## src/rtl/core/tlsc_pkg.sv

```systemverilog
// Shared types, field widths and codes of the execute core.
`timescale 1ns / 1ps
package tlsc_pkg;

   localparam int WORD_W       = 16;
   localparam int INDEX_W      = 6;
   localparam int REG_COUNT    = 16;
   localparam int REG_AW       = 4;
   localparam int DATA_WORDS_DEF = 64;

   typedef logic [1:0]         operation_type;
   typedef logic [WORD_W-1:0]  word_type;
   typedef logic [INDEX_W-1:0] index_type;
   typedef logic [1:0]         status_type;
   typedef logic [1:0]         kind_type;
   typedef logic [3:0]         opcode_type;

   // beat operations
   localparam operation_type OPER_EXEC     = 2'd0;
   localparam operation_type OPER_LOAD_REG = 2'd1;
   localparam operation_type OPER_LOAD_MEM = 2'd2;

   // result status
   localparam status_type STAT_DONE  = 2'd0;
   localparam status_type STAT_DIV0  = 2'd1;
   localparam status_type STAT_RANGE = 2'd2;
   localparam status_type STAT_NOP   = 2'd3;

   // what got written
   localparam kind_type KIND_NONE = 2'd0;
   localparam kind_type KIND_REG  = 2'd1;
   localparam kind_type KIND_MEM  = 2'd2;

   // instruction opcodes
   localparam opcode_type OPC_LOAD  = 4'd0;
   localparam opcode_type OPC_STORE = 4'd1;
   localparam opcode_type OPC_ADD   = 4'd2;
   localparam opcode_type OPC_SUB   = 4'd3;
   localparam opcode_type OPC_MUL   = 4'd4;
   localparam opcode_type OPC_DIV   = 4'd5;

endpackage

```

## src/rtl/core/tlsc_req_if.sv

```systemverilog
// Request channel: valid/ready plus the instruction or preload payload.
`timescale 1ns / 1ps
interface tlsc_req_if;
   import tlsc_pkg::*;

   logic          valid;
   logic          ready;
   operation_type operation;
   word_type      instruction;
   index_type     preload_index;
   word_type      preload_value;

   modport source (output valid, operation, instruction, preload_index, preload_value,
                   input ready);
   modport sink   (input valid, operation, instruction, preload_index, preload_value,
                   output ready);
endinterface

```

## src/rtl/core/tlsc_rsp_if.sv

```systemverilog
// Response channel: valid/ready plus the status and write report.
`timescale 1ns / 1ps
interface tlsc_rsp_if;
   import tlsc_pkg::*;

   logic       valid;
   logic       ready;
   status_type status;
   kind_type   write_kind;
   index_type  write_index;
   word_type   write_value;

   modport source (output valid, status, write_kind, write_index, write_value,
                   input ready);
   modport sink   (input valid, status, write_kind, write_index, write_value,
                   output ready);
endinterface

```

## src/rtl/core/toy_load_store_cpu_execute_core.sv

```systemverilog
// Execute core of the toy load/store processor: sequencer, shared ALU, stores.
`timescale 1ns / 1ps
// Usage
//   req (sink): one beat is either an instruction to execute or a preload of
//   one register / one data word. rsp (source): exactly one beat per request,
//   reporting status and what was written (kind, index, value).
//   One request is worked at a time; req.ready is high only while idle.
// Path, from the accept edge to the edge that raises rsp.valid, with a free response slot:
//   preload or unused operation ...... straight to the final state
//   ADD/SUB/MUL/STORE, divide by zero,
//   unused opcode .................... three register-file reads, one a cycle, then execute
//   LOAD ............................. as above, plus an extra data-memory read
//   DIV .............................. as above, then the restoring divider shares the
//                                      ALU subtractor, one quotient bit a cycle.
// Next request: the sequencer is back in idle once rsp.valid is raised and takes the
//   next request then; it takes none before the current response is raised.
// Reset: register file reads as zero through per-entry valid bits, cleared at
//   once. The data memory is zeroed by a sweep over all DATA_WORDS words, one word
//   a cycle; req.ready stays low until the sweep ends.
// Stall: the response sits in an output register. A new request is taken
//   while it waits; that request's writes and response are held in the final
//   state until the response register frees up.
module toy_load_store_cpu_execute_core #(
   parameter int DATA_WORDS = tlsc_pkg::DATA_WORDS_DEF
) (
   input  logic        clock,
   input  logic        reset,
   tlsc_req_if.sink    req,
   tlsc_rsp_if.source  rsp
);
   import tlsc_pkg::*;

   localparam int DM_AW = (DATA_WORDS > 1) ? $clog2(DATA_WORDS) : 1;

   // sequencer states
   localparam logic [2:0] S_CLR  = 3'd0;
   localparam logic [2:0] S_IDLE = 3'd1;
   localparam logic [2:0] S_RD_B = 3'd2;
   localparam logic [2:0] S_RD_C = 3'd3;
   localparam logic [2:0] S_RD_A = 3'd4;
   localparam logic [2:0] S_EXEC = 3'd5;
   localparam logic [2:0] S_DIV  = 3'd6;
   localparam logic [2:0] S_FIN  = 3'd7;

   logic [2:0]       state_ff, state_in;
   logic             ld_wait_ff, ld_wait_in;

   // instruction and operands
   word_type         instr_ff, instr_in;
   word_type         rb_ff, rb_in;
   word_type         rc_ff, rc_in;
   word_type         rem_ff, rem_in;
   word_type         quo_ff, quo_in;
   logic [3:0]       div_cnt_ff, div_cnt_in;

   // pending result and its write
   status_type       res_status_ff, res_status_in;
   kind_type         res_kind_ff, res_kind_in;
   index_type        res_index_ff, res_index_in;
   word_type         res_value_ff, res_value_in;
   logic [DM_AW-1:0] res_maddr_ff, res_maddr_in;

   // response register
   logic             rsp_valid_ff, rsp_valid_in;
   status_type       rsp_status_ff, rsp_status_in;
   kind_type         rsp_kind_ff, rsp_kind_in;
   index_type        rsp_index_ff, rsp_index_in;
   word_type         rsp_value_ff, rsp_value_in;

   // register file valid bits and data-memory clear sweep
   logic [REG_COUNT-1:0] rf_valid_ff, rf_valid_in;
   logic                 rf_vrd_ff;
   logic [DM_AW-1:0]     clr_addr_ff, clr_addr_in;

   // store ports
   logic [REG_AW-1:0] rf_raddr, rf_waddr;
   logic              rf_we;
   word_type          rf_q, rf_rd;
   logic [DM_AW-1:0]  dm_waddr, dm_raddr;
   logic              dm_we;
   word_type          dm_wdata, dm_q;

   // shared ALU
   logic [WORD_W:0]   alu_a, alu_b, div_shift;
   logic              alu_sub;
   logic [WORD_W+1:0] alu_sum;
   logic              in_range;
   word_type          mul_lo;

   logic       accept, rsp_free, commit;
   opcode_type opcode;
   logic [3:0] fa, fb, fc;

   assign opcode = instr_ff[15:12];
   assign fa     = instr_ff[11:8];
   assign fb     = instr_ff[7:4];
   assign fc     = instr_ff[3:0];

   assign accept   = req.valid && req.ready;
   assign rsp_free = !rsp_valid_ff || rsp.ready;
   assign commit   = (state_ff == S_FIN) && !ld_wait_ff && rsp_free;

   assign req.ready       = (state_ff == S_IDLE);
   assign rsp.valid       = rsp_valid_ff;
   assign rsp.status      = rsp_status_ff;
   assign rsp.write_kind  = rsp_kind_ff;
   assign rsp.write_index = rsp_index_ff;
   assign rsp.write_value = rsp_value_ff;

   // ---------------- stores ----------------
   tlsc_ram #(.WIDTH(WORD_W), .DEPTH(REG_COUNT), .AW(REG_AW)) u_regs (
      .clock (clock),
      .we    (rf_we),
      .waddr (rf_waddr),
      .wdata (res_value_ff),
      .raddr (rf_raddr),
      .rdata (rf_q)
   );

   tlsc_ram #(.WIDTH(WORD_W), .DEPTH(DATA_WORDS), .AW(DM_AW)) u_data (
      .clock (clock),
      .we    (dm_we),
      .waddr (dm_waddr),
      .wdata (dm_wdata),
      .raddr (dm_raddr),
      .rdata (dm_q)
   );

   // never-written registers read as zero
   assign rf_rd = rf_vrd_ff ? rf_q : '0;

   always_comb begin
      unique case (state_ff)
         S_RD_B:  rf_raddr = fb;
         S_RD_C:  rf_raddr = fc;
         default: rf_raddr = fa;
      endcase
   end

   assign rf_we    = commit && (res_kind_ff == KIND_REG);
   assign rf_waddr = res_index_ff[REG_AW-1:0];

   assign dm_we    = (state_ff == S_CLR) || (commit && (res_kind_ff == KIND_MEM));
   assign dm_waddr = (state_ff == S_CLR) ? clr_addr_ff : res_maddr_ff;
   assign dm_wdata = (state_ff == S_CLR) ? '0 : res_value_ff;
   assign dm_raddr = alu_sum[DM_AW-1:0];

   // ---------------- shared ALU ----------------
   // Address sums, ADD/SUB and every divide step go through this one adder.
   assign div_shift = {rem_ff[WORD_W-1:0], quo_ff[WORD_W-1]};

   always_comb begin
      alu_a   = {1'b0, rf_rd};
      alu_b   = {1'b0, rb_ff};
      alu_sub = 1'b0;
      if (state_ff == S_DIV) begin
         alu_a   = div_shift;
         alu_sub = 1'b1;
      end else begin
         unique case (opcode)
            OPC_LOAD, OPC_STORE: begin
               alu_a = {1'b0, rb_ff};
               alu_b = {1'b0, rc_ff};
            end
            OPC_SUB: alu_sub = 1'b1;
            default: alu_sub = 1'b0;
         endcase
      end
   end

   assign alu_sum  = {1'b0, alu_a} + {1'b0, alu_b ^ {(WORD_W+1){alu_sub}}}
                   + {{(WORD_W+1){1'b0}}, alu_sub};
   // 17-bit address, no wrap
   assign in_range = alu_sum[WORD_W:0] < (WORD_W+1)'(DATA_WORDS);
   // only the low half of the product is kept
   assign mul_lo   = rf_rd * rb_ff;

   // ---------------- sequencer ----------------
   always_comb begin
      state_in      = state_ff;
      ld_wait_in    = 1'b0;
      instr_in      = instr_ff;
      rb_in         = rb_ff;
      rc_in         = rc_ff;
      rem_in        = rem_ff;
      quo_in        = quo_ff;
      div_cnt_in    = div_cnt_ff;
      res_status_in = res_status_ff;
      res_kind_in   = res_kind_ff;
      res_index_in  = res_index_ff;
      res_value_in  = res_value_ff;
      res_maddr_in  = res_maddr_ff;
      clr_addr_in   = clr_addr_ff;
      rf_valid_in   = rf_valid_ff;
      rsp_valid_in  = rsp_valid_ff && !rsp.ready;
      rsp_status_in = rsp_status_ff;
      rsp_kind_in   = rsp_kind_ff;
      rsp_index_in  = rsp_index_ff;
      rsp_value_in  = rsp_value_ff;

      unique case (state_ff)
         S_CLR: begin
            clr_addr_in = clr_addr_ff + 1'b1;
            if (clr_addr_ff == DM_AW'(DATA_WORDS - 1)) begin
               state_in = S_IDLE;
            end
         end
         S_IDLE: begin
            if (accept) begin
               res_status_in = STAT_RANGE;
               res_kind_in   = KIND_NONE;
               res_index_in  = '0;
               res_value_in  = '0;
               res_maddr_in  = DM_AW'(req.preload_index);
               instr_in      = req.instruction;
               state_in      = S_FIN;
               unique case (req.operation)
                  OPER_EXEC: state_in = S_RD_B;
                  OPER_LOAD_REG: begin
                     if (req.preload_index[INDEX_W-1:REG_AW] == '0) begin
                        res_status_in = STAT_DONE;
                        res_kind_in   = KIND_REG;
                        res_index_in  = req.preload_index;
                        res_value_in  = req.preload_value;
                     end
                  end
                  OPER_LOAD_MEM: begin
                     if ({{(WORD_W+1-INDEX_W){1'b0}}, req.preload_index}
                         < (WORD_W+1)'(DATA_WORDS)) begin
                        res_status_in = STAT_DONE;
                        res_kind_in   = KIND_MEM;
                        res_index_in  = req.preload_index;
                        res_value_in  = req.preload_value;
                     end
                  end
                  default: res_status_in = STAT_NOP;
               endcase
            end
         end
         S_RD_B: state_in = S_RD_C;
         S_RD_C: begin
            rb_in    = rf_rd;
            state_in = S_RD_A;
         end
         S_RD_A: begin
            rc_in    = rf_rd;
            state_in = S_EXEC;
         end
         S_EXEC: begin
            // rf_rd holds reg[a] here
            state_in = S_FIN;
            unique case (opcode)
               OPC_LOAD: begin
                  if (in_range) begin
                     res_kind_in  = KIND_REG;
                     res_index_in = {2'b0, fa};
                     ld_wait_in   = 1'b1;
                  end
               end
               OPC_STORE: begin
                  if (in_range) begin
                     res_kind_in  = KIND_MEM;
                     res_index_in = alu_sum[INDEX_W-1:0];
                     res_value_in = rf_rd;
                     res_maddr_in = alu_sum[DM_AW-1:0];
                  end
               end
               OPC_ADD, OPC_SUB: begin
                  res_kind_in  = KIND_REG;
                  res_index_in = {2'b0, fc};
                  res_value_in = alu_sum[WORD_W-1:0];
               end
               OPC_MUL: begin
                  res_kind_in  = KIND_REG;
                  res_index_in = {2'b0, fc};
                  res_value_in = mul_lo;
               end
               OPC_DIV: begin
                  if (rb_ff == '0) begin
                     res_status_in = STAT_DIV0;
                  end else begin
                     rem_in     = '0;
                     quo_in     = rf_rd;
                     div_cnt_in = '0;
                     state_in   = S_DIV;
                  end
               end
               default: res_status_in = STAT_NOP;
            endcase
            if (opcode == OPC_LOAD || opcode == OPC_STORE) begin
               res_status_in = in_range ? STAT_DONE : STAT_RANGE;
            end else if (opcode == OPC_ADD || opcode == OPC_SUB || opcode == OPC_MUL) begin
               res_status_in = STAT_DONE;
            end
         end
         S_DIV: begin
            // restoring step: carry out of the subtract is the quotient bit;
            // the remainder stays below the divisor, so 16 bits hold it
            rem_in     = alu_sum[WORD_W+1] ? alu_sum[WORD_W-1:0] : div_shift[WORD_W-1:0];
            quo_in     = {quo_ff[WORD_W-2:0], alu_sum[WORD_W+1]};
            div_cnt_in = div_cnt_ff + 1'b1;
            if (div_cnt_ff == 4'hF) begin
               res_status_in = STAT_DONE;
               res_kind_in   = KIND_REG;
               res_index_in  = {2'b0, fc};
               res_value_in  = {quo_ff[WORD_W-2:0], alu_sum[WORD_W+1]};
               state_in      = S_FIN;
            end
         end
         default: begin
            // S_FIN; first cycle after a load picks up the data word
            if (ld_wait_ff) begin
               res_value_in = dm_q;
            end else if (rsp_free) begin
               rsp_valid_in  = 1'b1;
               rsp_status_in = res_status_ff;
               rsp_kind_in   = res_kind_ff;
               rsp_index_in  = res_index_ff;
               rsp_value_in  = res_value_ff;
               if (res_kind_ff == KIND_REG) begin
                  rf_valid_in[rf_waddr] = 1'b1;
               end
               state_in = S_IDLE;
            end
         end
      endcase
   end

   always_ff @(posedge clock) begin
      if (reset) begin
         state_ff     <= S_CLR;
         ld_wait_ff   <= 1'b0;
         rsp_valid_ff <= 1'b0;
         rf_valid_ff  <= '0;
         clr_addr_ff  <= '0;
      end else begin
         state_ff     <= state_in;
         ld_wait_ff   <= ld_wait_in;
         rsp_valid_ff <= rsp_valid_in;
         rf_valid_ff  <= rf_valid_in;
         clr_addr_ff  <= clr_addr_in;
      end
   end

   always_ff @(posedge clock) begin
      instr_ff      <= instr_in;
      rb_ff         <= rb_in;
      rc_ff         <= rc_in;
      rem_ff        <= rem_in;
      quo_ff        <= quo_in;
      div_cnt_ff    <= div_cnt_in;
      res_status_ff <= res_status_in;
      res_kind_ff   <= res_kind_in;
      res_index_ff  <= res_index_in;
      res_value_ff  <= res_value_in;
      res_maddr_ff  <= res_maddr_in;
      rsp_status_ff <= rsp_status_in;
      rsp_kind_ff   <= rsp_kind_in;
      rsp_index_ff  <= rsp_index_in;
      rsp_value_ff  <= rsp_value_in;
      rf_vrd_ff     <= rf_valid_ff[rf_raddr];
   end

   // ---------------- checks ----------------
   a_one_store_write: assert property (@(posedge clock) disable iff (reset)
      !(rf_we && dm_we))
      else $error("register file and data memory written in one cycle");

   a_accept_leaves_idle: assert property (@(posedge clock) disable iff (reset)
      accept |=> (state_ff != S_IDLE))
      else $error("sequencer stayed idle after taking a request");

   a_rsp_from_fin: assert property (@(posedge clock) disable iff (reset)
      $rose(rsp_valid_ff) |-> $past(state_ff == S_FIN))
      else $error("response raised outside the final state");

   a_div_exits: assert property (@(posedge clock) disable iff (reset)
      (state_ff == S_DIV) |=> (state_ff == S_DIV || state_ff == S_FIN))
      else $error("divider left to an unexpected state");

   a_ld_wait_fin: assert property (@(posedge clock) disable iff (reset)
      ld_wait_ff |-> (state_ff == S_FIN && $past(state_ff == S_EXEC)))
      else $error("load data capture out of sequence");

endmodule

```

## src/rtl/core/tlsc_ram.sv

```systemverilog
// Generic single-write, single-read RAM with registered read data.
`timescale 1ns / 1ps
module tlsc_ram #(
   parameter int WIDTH = 16,
   parameter int DEPTH = 16,
   parameter int AW    = (DEPTH > 1) ? $clog2(DEPTH) : 1
) (
   input  logic             clock,
   input  logic             we,
   input  logic [AW-1:0]    waddr,
   input  logic [WIDTH-1:0] wdata,
   input  logic [AW-1:0]    raddr,
   output logic [WIDTH-1:0] rdata
);

   logic [WIDTH-1:0] mem [DEPTH];

   always_ff @(posedge clock) begin
      if (we) begin
         mem[waddr] <= wdata;
      end
      rdata <= mem[raddr];
   end

endmodule
```

## src/flat_wrapper.sv

```systemverilog
// flat-port wrapper written by rule: the top's interface ports become plain ports
module toy_load_store_cpu_execute_core_flat import tlsc_pkg::*;
#(
   parameter int DATA_WORDS = tlsc_pkg::DATA_WORDS_DEF
)
  (clock, reset, req_valid, req_operation, req_instruction, req_preload_index, req_preload_value, req_ready, rsp_valid, rsp_status, rsp_write_kind, rsp_write_index, rsp_write_value, rsp_ready);
  tlsc_req_if req_i ();
  tlsc_rsp_if rsp_i ();
  input  logic clock;
  input  logic reset;
  input wire logic [$bits(req_i.valid)-1:0] req_valid;
  input wire logic [$bits(req_i.operation)-1:0] req_operation;
  input wire logic [$bits(req_i.instruction)-1:0] req_instruction;
  input wire logic [$bits(req_i.preload_index)-1:0] req_preload_index;
  input wire logic [$bits(req_i.preload_value)-1:0] req_preload_value;
  output wire logic [$bits(req_i.ready)-1:0] req_ready;
  output wire logic [$bits(rsp_i.valid)-1:0] rsp_valid;
  output wire logic [$bits(rsp_i.status)-1:0] rsp_status;
  output wire logic [$bits(rsp_i.write_kind)-1:0] rsp_write_kind;
  output wire logic [$bits(rsp_i.write_index)-1:0] rsp_write_index;
  output wire logic [$bits(rsp_i.write_value)-1:0] rsp_write_value;
  input wire logic [$bits(rsp_i.ready)-1:0] rsp_ready;
  assign req_i.valid = req_valid;
  assign req_i.operation = req_operation;
  assign req_i.instruction = req_instruction;
  assign req_i.preload_index = req_preload_index;
  assign req_i.preload_value = req_preload_value;
  assign req_ready = req_i.ready;
  assign rsp_valid = rsp_i.valid;
  assign rsp_status = rsp_i.status;
  assign rsp_write_kind = rsp_i.write_kind;
  assign rsp_write_index = rsp_i.write_index;
  assign rsp_write_value = rsp_i.write_value;
  assign rsp_i.ready = rsp_ready;
  toy_load_store_cpu_execute_core #(.DATA_WORDS(DATA_WORDS)) u_core (.clock(clock), .reset(reset), .req(req_i), .rsp(rsp_i));
endmodule
```

## config.mk

```make
export PLATFORM = sky130hd
export DESIGN_NAME = toy_load_store_cpu_execute_core_flat
export DESIGN_NICKNAME = d
export VERILOG_FILES = /design/src/rtl/core/tlsc_pkg.sv /design/src/rtl/core/tlsc_req_if.sv /design/src/rtl/core/tlsc_rsp_if.sv /design/src/rtl/core/toy_load_store_cpu_execute_core.sv /design/src/rtl/core/tlsc_ram.sv /design/src/flat_wrapper.sv
export SDC_FILE = /design/constraint.sdc
export NUM_CORES = 2
export LEC_CHECK = 0
export BUFFER_PORTS_ARGS = -buffer_cell sky130_fd_sc_hd__buf_2
export CORE_UTILIZATION = 58
export CTS_BUF_LIST = sky130_fd_sc_hd__clkbuf_8
export CTS_CLUSTER_DIAMETER = 100
export CTS_CLUSTER_SIZE = 8
export DETAILED_ROUTE_END_ITERATION = 10
export HOLD_SLACK_MARGIN = 0.1
export PLACE_DENSITY_LB_ADDON = 0.08
export SYNTH_ARGS = -nofsm -noshare
export SYNTH_HDL_FRONTEND = slang
export SYNTH_SLANG_ARGS = --single-unit
export TNS_END_PERCENT = 5
```

## constraint.sdc

```tcl
create_clock -name clock -period 7.6 [get_ports clock]
set_clock_uncertainty 0.05 [all_clocks]
set_input_delay 0 -clock clock [delete_from_list [all_inputs] [get_ports clock]]
set_output_delay 0 -clock clock [all_outputs]
set_load 0.02 [all_outputs]
```

==> impl_metrics.toml <==
[sta]
rsz0062_at_grt = "false"
timing.hold.ws_ns = 0.208
period_minus_slack_ns = 6.75
setup_ws_ns = 0.846
max_freq_mhz = 148
maxSlewViolCount = 0
tightest_slew_ns = 1.27
final.period_utilization_pct = 88.9
hold_violations = 0
setup-violations-final = 0
max_slew_margin_pct = 15.1
setup_tns_ns = 0

[logic_synthesis]
ys_seq_elements = 1482
avgSynthCellArea_sq_um = 17.4
synth_area_leaders = "edfxtp_1 (68%), mux4_2 (11%), fa_1 (2.6%)"
dominantRegCellSynth = "edfxtp_1"
syn-cell-area_sq_mm = 0.0627
yosysTopAreaCell = "edfxtp_1"
synth_top_cell_area_share_pct = 68.1
syn_nets = 3807
synth.distinct_cells = 72
synthArstFlopShare_pct = 0
netlist_instances = 3611
yosysSeqAreaShare_pct = 70.0
synth_edf_count = 1422
ys_warn_count = 0

[drt]
dr_wl_met3_um = 14700
drt-total-wl_um = 161000
drt_iter0_drc = 4300
viasPerCell = 6.46
via_count = 34900
wl_met2_um = 74800
routedLengthMet1_um = 65900
routedWlPerCell_um = 29.8
route.detailed.drc = 0
highest_layer = "met4"
dr.pass1.iters = 7
ant_nets = 0

[layout]
fin_util_pct = 64.8
fillCellCount = 7350
largest_reg_flops = 1024
largest_register = "u_core.u_data.mem"
stdcell_area_sq_mm = 0.0694
syn2layout_area_growth_pct = 10.7
final_common_cell = "edfxtp_1"
finalNetCount = 4112
layout.cells.non_filler = 5408
layout_common_cells = "edfxtp_1 (1422), mux4_2 (309), nand2_1 (235)"
drive_above_1_share_pct = 20.5
top_regs = "u_core.u_data.mem (1024), u_core.u_regs.mem (256)"

[global_route]
grt_pass1_wl_um = 234000
grt_util_all_layers_pct = 29.9
grt_pass1_vias = 34700
grt_max_degree = 85
globalRoute.totalOverflow = 0
antenna_found_initial = 4

[clock_network]
ctsResizeCount = 0
ctsLongestPathBuffers = 3
insertion_delay_ns = 0.87
cts_max_level = 4
cts_tree = "done"
root_buffer = "clkbuf_8"
clkTransAtPathRegs_ns = 0.07
clock_sinks = 1482
cts_made_buffers = 203

[placed_design]
dp_hpwl_um = 99000
dp.cells = 5033
gp_congestion = 0.957
pre_cts_ws_ns = 1.04
port_buffers = 71
dpl_cell_area_sq_mm = 0.0654

[die]
core_area_sq_mm = 0.107
dieArea_sq_mm = 0.109
fp.dieH_um = 331
fp-row-count = 120
die_w_um = 331
start_util_pct = 58.5
io_pins = 72

[worst_setup_path]
r2r_start = "u_core.rf_vrd_ff$_DFF_P_"
cp-start-kind = "flip-flop"
endpoint_kind = "flip-flop"
arrival_ns = 7.34
crit_required_ns = 8.18
startpoint = "u_core.rf_vrd_ff$_DFF_P_"
criticalPathCategory = "flip-flop to flip-flop"
crit_fanout = 50

[run]
maxCapViolations = 0

[outcome]
outcome = "completed"

[worst_hold_path]
hp-class = "input pin to flip-flop"
worst_hold_startpoint = "req_operation[1]"

[pwr]
ir_drop_v = 0.000411
leakage_nw = 23.9
power_mw = 29.1
p_per_area_mw_per_mm2 = 419
==> cell type report <==
cell class,count,area (sq um),area share [%]
diodes,3,7.51,0.0108
clock buffers,205,2820,4.06
clock inverters,86,429,0.618
inverters,141,529,0.762
multi-input cells,1786,17600,25.4
flip-flops and latches,1482,43900,63.2
well taps,1403,1760,2.53
repair buffers,302,2350,3.39
==> logic make-up after synthesis <==
family                     share of synthesized area [%]
AOI/OAI and AO/OA                                   4.80
DFF                                                 70.0
buffers and inverters                               2.30
adders and majority gates                           4.00
and+or+nand+nor                                     4.93
xor gates and xnor gates                            1.11
muxes                                               12.9
==> Yosys cell counts, drive strengths merged, types with 17 or more instances <==
cell / n
a32oi: 31
nor3: 19
nor2b: 23
mux4: 309
a21oi: 116
nor2: 214
ha: 71
o211ai: 17
a31oi: 21
xor2: 27
clkbuf: 155
xnor2: 52
buf: 47
nand2: 235
fa: 81
mux2i: 111
and3: 70
a211oi: 36
inv: 140
a221oi: 24
edfxtp: 1422
o21ai: 117
dfxtp: 60
a222oi: 17
and2: 21
nand3: 32
==> report_power, final <==
| part | leakage [nW] | internal (mW) | switching, mW |
|---|---|---|---|
| Clock | 1.92 | 2.46 | 2.83 |
| Sequential | 13.5 | 10.6 | 0.625 |
| Combinational | 8.51 | 4.45 | 8.06 |
==> path summary, 6_finish.rpt <==
kind,slack [ns],to,cells past startpoint
max,0.85,u_core.res_value_ff[12]$_DFFE_PP_,20
min,0.21,u_core.res_kind_ff[1]$_DFFE_PP_,4
max reg2reg,0.85,u_core.res_value_ff[12]$_DFFE_PP_,20
min reg2reg,0.37,u_core.rsp.status[1]$_DFFE_PP_,0
==> worst max-delay path, cell delays in order (launching register included) <==
cell     delay, ns
dfxtp_2       0.92
nand2_1       0.22
inv_1         0.27
nand2_1       0.12
fa_1          0.58
fa_1          0.59
fa_1          0.46
fa_1          0.55
inv_1         0.05
fa_1          0.47
inv_1         0.05
fa_1          0.48
inv_1         0.05
ha_1          0.38
and3_1        0.18
a21oi_1       0.04
o21ai_0       0.12
nor2_1        0.09
xnor2_1       0.39
nand2_1       0.11
a21oi_1       0.35
==> metal layers <==
layer | up-vias | track usage (%)
li1 | 14700 | -
met5 | - | 0
met1 | 18000 | 44.0
met3 | 269 | 5.60
met4 | 0 | 11.0
met2 | 1920 | 45.2
==> timing repair <==
item                      in CTS  in global routing
buffers inserted               0                  0
hold endpoints to repair     149                  0
hold buffers                  81                  0
No activity file was read; power rests on OpenSTA's default activity.
